--- src/design/dmwc_pkg.sv ---
package dmwc_pkg;

    localparam int ADDR_W          = 16;
    localparam int WORD_W          = 32;
    localparam int CFG_W           = 8;
    localparam int COST_W          = 10;
    localparam int NUM_LINES       = 256;
    localparam int WORDS_PER_BLOCK = 16;
    localparam int MEMORY_WORDS    = 16384;

    localparam int WADDR_W = ADDR_W - 2;
    localparam int OFF_W   = $clog2(WORDS_PER_BLOCK);
    localparam int IDX_W   = $clog2(NUM_LINES);
    localparam int TAG_W   = WADDR_W - OFF_W - IDX_W;
    localparam int LINE_AW = IDX_W + OFF_W;
    localparam int MEM_AW  = $clog2(MEMORY_WORDS);
    localparam int PADDR_W = 4;

    localparam logic [MEM_AW-1:0] MEM_LAST   = MEM_AW'(MEMORY_WORDS - 1);
    localparam logic [OFF_W:0]    BEAT_LAST  = (OFF_W + 1)'(WORDS_PER_BLOCK);

    // Action codes
    localparam logic [1:0] ACT_READ    = 2'd0;
    localparam logic [1:0] ACT_WRITE   = 2'd1;
    localparam logic [1:0] ACT_PRELOAD = 2'd2;

    // Register indexes (paddr[3:2])
    localparam logic [1:0] REG_MEM_READ_COST    = 2'd0;
    localparam logic [1:0] REG_MEM_WRITE_COST   = 2'd1;
    localparam logic [1:0] REG_CACHE_READ_COST  = 2'd2;
    localparam logic [1:0] REG_CACHE_WRITE_COST = 2'd3;

    localparam logic [CFG_W-1:0] RST_MEM_READ_COST    = 8'd100;
    localparam logic [CFG_W-1:0] RST_MEM_WRITE_COST   = 8'd50;
    localparam logic [CFG_W-1:0] RST_CACHE_READ_COST  = 8'd1;
    localparam logic [CFG_W-1:0] RST_CACHE_WRITE_COST = 8'd1;

    typedef enum logic [3:0] {
        ST_CLEAR,
        ST_IDLE,
        ST_TAG_RD,
        ST_TAG_CHK,
        ST_WB,
        ST_FETCH,
        ST_SERVE,
        ST_PRELOAD,
        ST_FINISH
    } state_t;

    typedef struct packed {
        logic              busy;
        logic              accept;
        logic              clearing;
        logic [MEM_AW-1:0] clr_addr;
        logic              preload_we;
        logic              tag_chk;
        logic              wb_we;
        logic              fetch_we;
        logic [OFF_W-1:0]  beat_rd;
        logic [OFF_W-1:0]  beat_wr;
        logic              serve;
        logic              finish;
    } ctrl_t;

    typedef struct packed {
        logic hit;
        logic victim_dirty;
    } stat_t;

endpackage

--- src/design/dmwc_seq.sv ---
module dmwc_seq (
    input  logic            clk,
    input  logic            rst_n,
    input  logic            start,
    input  logic [1:0]      action,
    input  dmwc_pkg::stat_t stat,
    output dmwc_pkg::ctrl_t ctrl
);

    import dmwc_pkg::*;

    state_t            state_reg, state_next;
    logic [OFF_W:0]    cnt_reg, cnt_next;
    logic [MEM_AW-1:0] clr_reg, clr_next;

    always_ff @(posedge clk or negedge rst_n)
    begin
        if (!rst_n)
        begin
            state_reg <= ST_CLEAR;
            cnt_reg   <= '0;
            clr_reg   <= '0;
        end
        else
        begin
            state_reg <= state_next;
            cnt_reg   <= cnt_next;
            clr_reg   <= clr_next;
        end
    end

    always_comb
    begin
        state_next    = state_reg;
        cnt_next      = cnt_reg;
        clr_next      = clr_reg;
        ctrl          = '0;
        ctrl.busy     = (state_reg != ST_IDLE);
        ctrl.clr_addr = clr_reg;
        ctrl.beat_rd  = cnt_reg[OFF_W-1:0];
        ctrl.beat_wr  = cnt_reg[OFF_W-1:0] - 1'b1;

        unique case (state_reg)
            ST_CLEAR:
            begin
                // zero backing memory one word a cycle
                ctrl.clearing = 1'b1;
                clr_next      = clr_reg + 1'b1;
                if (clr_reg == MEM_LAST)
                begin
                    state_next = ST_IDLE;
                end
            end
            ST_IDLE:
            begin
                if (start)
                begin
                    ctrl.accept = 1'b1;
                    unique case (action) inside
                        ACT_READ, ACT_WRITE: state_next = ST_TAG_RD;
                        ACT_PRELOAD:         state_next = ST_PRELOAD;
                        default:             state_next = ST_FINISH;
                    endcase
                end
            end
            ST_TAG_RD:
            begin
                state_next = ST_TAG_CHK;
            end
            ST_TAG_CHK:
            begin
                ctrl.tag_chk = 1'b1;
                cnt_next     = '0;
                if (stat.hit)
                begin
                    state_next = ST_SERVE;
                end
                else if (stat.victim_dirty)
                begin
                    state_next = ST_WB;
                end
                else
                begin
                    state_next = ST_FETCH;
                end
            end
            ST_WB:
            begin
                // read line word k, write back word k-1 from the registered line read data
                ctrl.wb_we = (cnt_reg != '0);
                cnt_next   = cnt_reg + 1'b1;
                if (cnt_reg == BEAT_LAST)
                begin
                    cnt_next   = '0;
                    state_next = ST_FETCH;
                end
            end
            ST_FETCH:
            begin
                ctrl.fetch_we = (cnt_reg != '0);
                cnt_next      = cnt_reg + 1'b1;
                if (cnt_reg == BEAT_LAST)
                begin
                    cnt_next   = '0;
                    state_next = ST_SERVE;
                end
            end
            ST_SERVE:
            begin
                ctrl.serve = 1'b1;
                state_next = ST_FINISH;
            end
            ST_PRELOAD:
            begin
                ctrl.preload_we = 1'b1;
                state_next      = ST_FINISH;
            end
            ST_FINISH:
            begin
                ctrl.finish = 1'b1;
                state_next  = ST_IDLE;
            end
            default:
            begin
                state_next = ST_IDLE;
            end
        endcase
    end

endmodule

--- config.mk ---
export PLATFORM = sky130hd
export DESIGN_NAME = dmwc_seq
export DESIGN_NICKNAME = d
export VERILOG_FILES = /design/src/design/dmwc_pkg.sv /design/src/design/dmwc_seq.sv
export SDC_FILE = /design/constraint.sdc
export NUM_CORES = 1
export LEC_CHECK = 0
export ABC_AREA = 1
export ABC_CLOCK_PERIOD_IN_PS = 1800
export BUFFER_PORTS_ARGS = -buffer_cell sky130_fd_sc_hd__buf_4
export CAP_MARGIN = 20
export CORE_MARGIN = 5
export CORE_UTILIZATION = 35
export DETAILED_ROUTE_END_ITERATION = 12
export PLACE_DENSITY_LB_ADDON = 0.05
export SLEW_MARGIN = 15
export SYNTH_ARGS = -nofsm -noshare
export SYNTH_HDL_FRONTEND = slang
export SYNTH_SLANG_ARGS = --single-unit
export TNS_END_PERCENT = 1
--- constraint.sdc ---
create_clock -name clk -period 1.8 [get_ports clk]
set_input_delay 0.18 -clock clk [delete_from_list [all_inputs] [get_ports clk]]
set_output_delay 0.18 -clock clk [all_outputs]
set_load 0.01 [all_outputs]
* Yosys cells after proc, flatten, opt, wreduce, memory -nomap -nowiden *
Index checks and enable logic that the tools add are counted.

word-level totals
  register bits after elaboration = 23
  bits in latches = 0
  bits in writable memories = 0
  ROM bits = 0
  input port bits = 7
  output and inout port bits = 31
  word-level logic and storage cells = 50
  memories kept = 0

operators by class
  add/sub/neg operators = 3
  $mul = 0
  div/mod/pow operators = 0
  order comparisons = 0
  eq/ne operators = 17
  shift-type cells = 0
  multiplexer cells = 19
  bitwise logic cells = 0
  reductions and logical operators = 8

operators with widths
  cell                   number
  $pmux 4 s7             1
  $mux 4                 5
  $eq 4x3->1 const B     4
  $add 14x1->14 const B  1
  $eq 14x14->1 const B   1
  $mux 1                 10
  $pmux 5 s2             1
  $eq 4x2->1 const B     2
  $ne 2x2->1 const B     4
  $pmux 4 s2             1
  $reduce_or 2->1        3
  $add 5x1->5 const B    1
  $eq 5x5->1 const B     1
  $mux 5                 1
  $reduce_bool 5->1      1
  $eq 4x1->1 const B     1
  $eq 4x4->1 const B     1
  $logic_not 4->1        1
  $ne 4x1->1 const B     1
  $reduce_and 4->1       1
  $sub 4x1->4 const B    1
  $eq 2x1->1 const B     1
  $eq 2x2->1 const B     1
  $logic_not 2->1        1
  $reduce_bool 2->1      1

* Depth between registers and ports, before layout *
  word-level depth = 5
  depth in mapped cells = 9
  gate-level depth less buffers = 9

* Worst setup path before layout *
Ideal clock, no wire load.

  path kind = register -> register
  start point = reg clr_reg[1]
  end point = reg state_reg[0]
  setup time = 0.117 ns
  data arrival time = 1.251 ns
  required time = 1.683 ns
  setup slack = 0.432 ns
  cell stages (with the launch flop) = 9
  buffers on the path = 0
  clock period less this slack = 1.368 ns
  cells stage by stage = dfrtp_1 ha_1 nand3_1 nor2_1 nand3_1 nand2_1 nand2_2 nand2_1 nand2_1

between the ends
  longest elaborated chain between the ends = 3

RTL lines
  item                               RTL line        text
  from (decl)                        dmwc_seq.sv:14  logic [MEM_AW-1:0] clr_reg, clr_next;
  from (signal assigned)             dmwc_seq.sv:28  clr_reg <= clr_next;
  $eq 14x14->1                       dmwc_seq.sv:49  if (clr_reg == MEM_LAST)
  $ne 2x2->1 (no source line)        -
  $reduce_and 4->1 (no source line)  -
  to (signal assigned)               dmwc_seq.sv:26  state_reg <= state_next;
  to (decl)                          dmwc_seq.sv:12  state_t state_reg, state_next;

No other way between the ends.
A chain may end at the register's enable or synchronous reset.

==> summary.txt <==
r2r setup slk: 0.32 ns
Routed wire per std cell: 11.3 um
initial antenna violation count: 0
DR vias: 1289
peak fanout along the critical path: 6
TritonCTS clock tree: built
Worst-path clk slew: 0.08 ns
layout cells sized above 1: 24.6%
# Max-Cap Violations: 0
vias in the first global route: 1292
metal2 WL: 1.52 mm
RSZ-0062 raised after global routing: false
Max Clk Rate: 0.629 GHz
M1 wire length: 1.40 mm
later-pin clock latency in the skew report: 0.26 ns
core area: 4030 um2
delay-heaviest family, CP: flip-flops
Yosys reg bits: 23
Power, Total: 2.46 mW
type of destination of the critical path: primary output
# nets final: 240
Net Count, Synth: 202
minimum clock period: 1.59 ns
setup violators final: 0
Antenna Nets Post-Route: 0
status: complete, no violations
DP Worst Slack: 0.327 ns
total CTS buffers: 3
Die Y-Extent: 74.6 um
Leak: 0.987 nW
Reg2Reg Depth: 9
min setup slack post-route: 0.211 ns
Area growth, synth to finish: 24.6%
Initial Util: 36.2%
Top cell by count, worst path: inv_1
Routed Wire Length: 3.14 mm
highest metal used: met4
Fin. Hold Viols: 0
Setup Total Neg Slack: 0 ns
row cnt: 23
Vias/cell: 4.64
Avg Inst Size Synth: 7.64 um2
Slew HR: 76.7%
CTS sink cnt: 23
max incr delay on CP: 0.41 ns
Die X: 74.6 um
crit path launch type: flip-flop
maximum vdd drop: 0.478 mV
diodes inserted: 0
max reg flops: 14
Post-Syn Area: 1460 um2
Yosys Warn Count: 0
grt total ovfl: 0
Detail Route met3 WL: 188 um
hold path depth: 5
die area: 5560 um2
DP HPWL: 2.58 mm
I/O pin count: 38
post-layout util: 45.1%
DR DRC count: 0
Slew Limit Fails: 0
Mapped Cells: 191
Clock Skew: 0.00180 ns
largest net degree at the start of global routing: 24
Worst Path Arrival: 1.41 ns
Hold WS: 0.255 ns
power per standard cell area: 1350 nW/um2
crit path cell chain: inv_1, ha_1, nand3b_1, nand3_1, inv_1, buf_4
GP Congestion: 0.743
DR pass1 iterations: 4
critical path class: reg -> out
depth of the CTS H-tree: 1
Critical Path Stages: 6
Clock Path Buffers: 2
Required @ worst endpoint: 1.62 ns
initial drt markers: 29
Tcrit/Tclk final: 88.3%
Synth cell types: 25
GRT Overall Usage: 12.5%
crit path buf inv count: 3
register area share after synthesis: 39.5%
Worst Hold Class: in -> reg
PortBufs: 37
global-route wire length before repair: 5.57 mm
clock root cell: clkbuf_8
Worst Tran Pin Value: 0.349 ns
Worst path slowest cell: dfrtp_1
==> per-stage QoR <==
| stage | area (um2) | std cells |
|---|---|---|
| 2_1_floorplan | 1460 | 191 |
| 3_3_place_gp | 1760 | 273 |
| 3_5_place_dp | 1760 | 273 |
| 4_1_cts | 1820 | 278 |
| 5_1_grt | 1820 | 278 |
| 6_report | 1820 | 278 |
==> worst min-delay path, stage by stage <==
cell and delay (ns):
buf_4 0.08, nand2_1 0.04, nand2_1 0.05, nor2_1 0.05, nor2_1 0.08
==> Yosys cell counts <==
| library cell | instances | area, um2 |
|---|---|---|
| inv_2 | 1 | 3.75 |
| nor3b_2 | 1 | 12.5 |
| xnor2_1 | 4 | 35.0 |
| a21oi_1 | 2 | 10.0 |
| buf_4 | 5 | 37.5 |
| nand4_1 | 4 | 25.0 |
| xor2_1 | 7 | 61.3 |
| inv_6 | 1 | 8.76 |
| nand2_4 | 2 | 22.5 |
| nor2_2 | 2 | 12.5 |
| nand2_2 | 3 | 18.8 |
| nand3_1 | 22 | 110 |
| nand3b_1 | 2 | 15.0 |
| and3_1 | 1 | 6.26 |
| ha_1 | 4 | 50.1 |
| o21ai_1 | 1 | 5.00 |
| nor4_1 | 1 | 6.26 |
| dfrtp_1 | 23 | 576 |
| o22ai_1 | 1 | 6.26 |
| nor3_4 | 1 | 16.3 |
| nor2_1 | 22 | 82.6 |
| inv_1 | 27 | 101 |
| nor2_4 | 4 | 45.0 |
| o21ai_0 | 3 | 15.0 |
| nand2_1 | 47 | 176 |
==> kinds of logic after synthesis <==
kind of cell	synth area share, %
flip-flops	39.5
adder cells (fa/ha/maj)	3.43
AO/OA/AOI/OAI	2.49
AND/OR/NAND/NOR	37.7
buffers and inverters	10.4
XOR/XNOR	6.60
==> where the power goes <==
part	switching [mW]	internal (mW)	leakage (nW)
combinational	0.786	0.561	0.656
clock	0.157	0.154	0.0255
sequential	0.165	0.633	0.305
total	1.11	1.35	0.987
==> routing by layer <==
| layer | track usage (%) | vias to the layer above |
|---|---|---|
| met4 | 2.96 | 0 |
| met2 | 22.3 | 29 |
| met3 | 2.16 | 4 |
| met1 | 15.6 | 589 |
| li1 | - | 667 |
| met5 | 0 | - |
==> cell usage in the layout (no fill, tap or decap), drive strengths merged <==
cell type,n
o21ai,4
nor3b,1
clkinv,1
nor3,1
dlygate4sd3,1
clkbuf,3
and3,1
xnor2,4
ha,4
o22ai,1
dfrtp,23
xor2,7
nor2,28
nand3b,2
buf,37
nor4,1
nand3,22
nand4,4
inv,29
nand2,52
a21oi,2
==> cell type report <==
type	instances	area [um2]
fillers	427	2210
multi-input cells	134	732
flip-flops and latches	23	576
repair buffers	38	288
inverters	29	114
well taps	50	62.6
clock buffers	3	41.3
clock inverters	1	5.00
==> final timing paths <==
kind                                        startpoint                  endpoint
worst max-delay path            cnt_reg[0]$_DFFE_PN0P_                  ctrl[11]
worst min-delay path                           stat[1]  state_reg[1]$_DFFE_PN0P_
worst max register to register  cnt_reg[0]$_DFFE_PN0P_  state_reg[0]$_DFFE_PN0P_
worst min register to register  clr_reg[7]$_DFFE_PN0P_    clr_reg[7]$_DFFE_PN0P_
max in group asynchronous                        rst_n  state_reg[3]$_DFFE_PN0P_
min in group asynchronous                        rst_n   clr_reg[11]$_DFFE_PN0P_
==> timing repair <==
item,in CTS,in global routing
endpoints found under the hold margin,23,0
resized for setup,0,0
hold buffers,1,0
setup buffers,0,0
No activity file was read; power rests on OpenSTA's default activity.
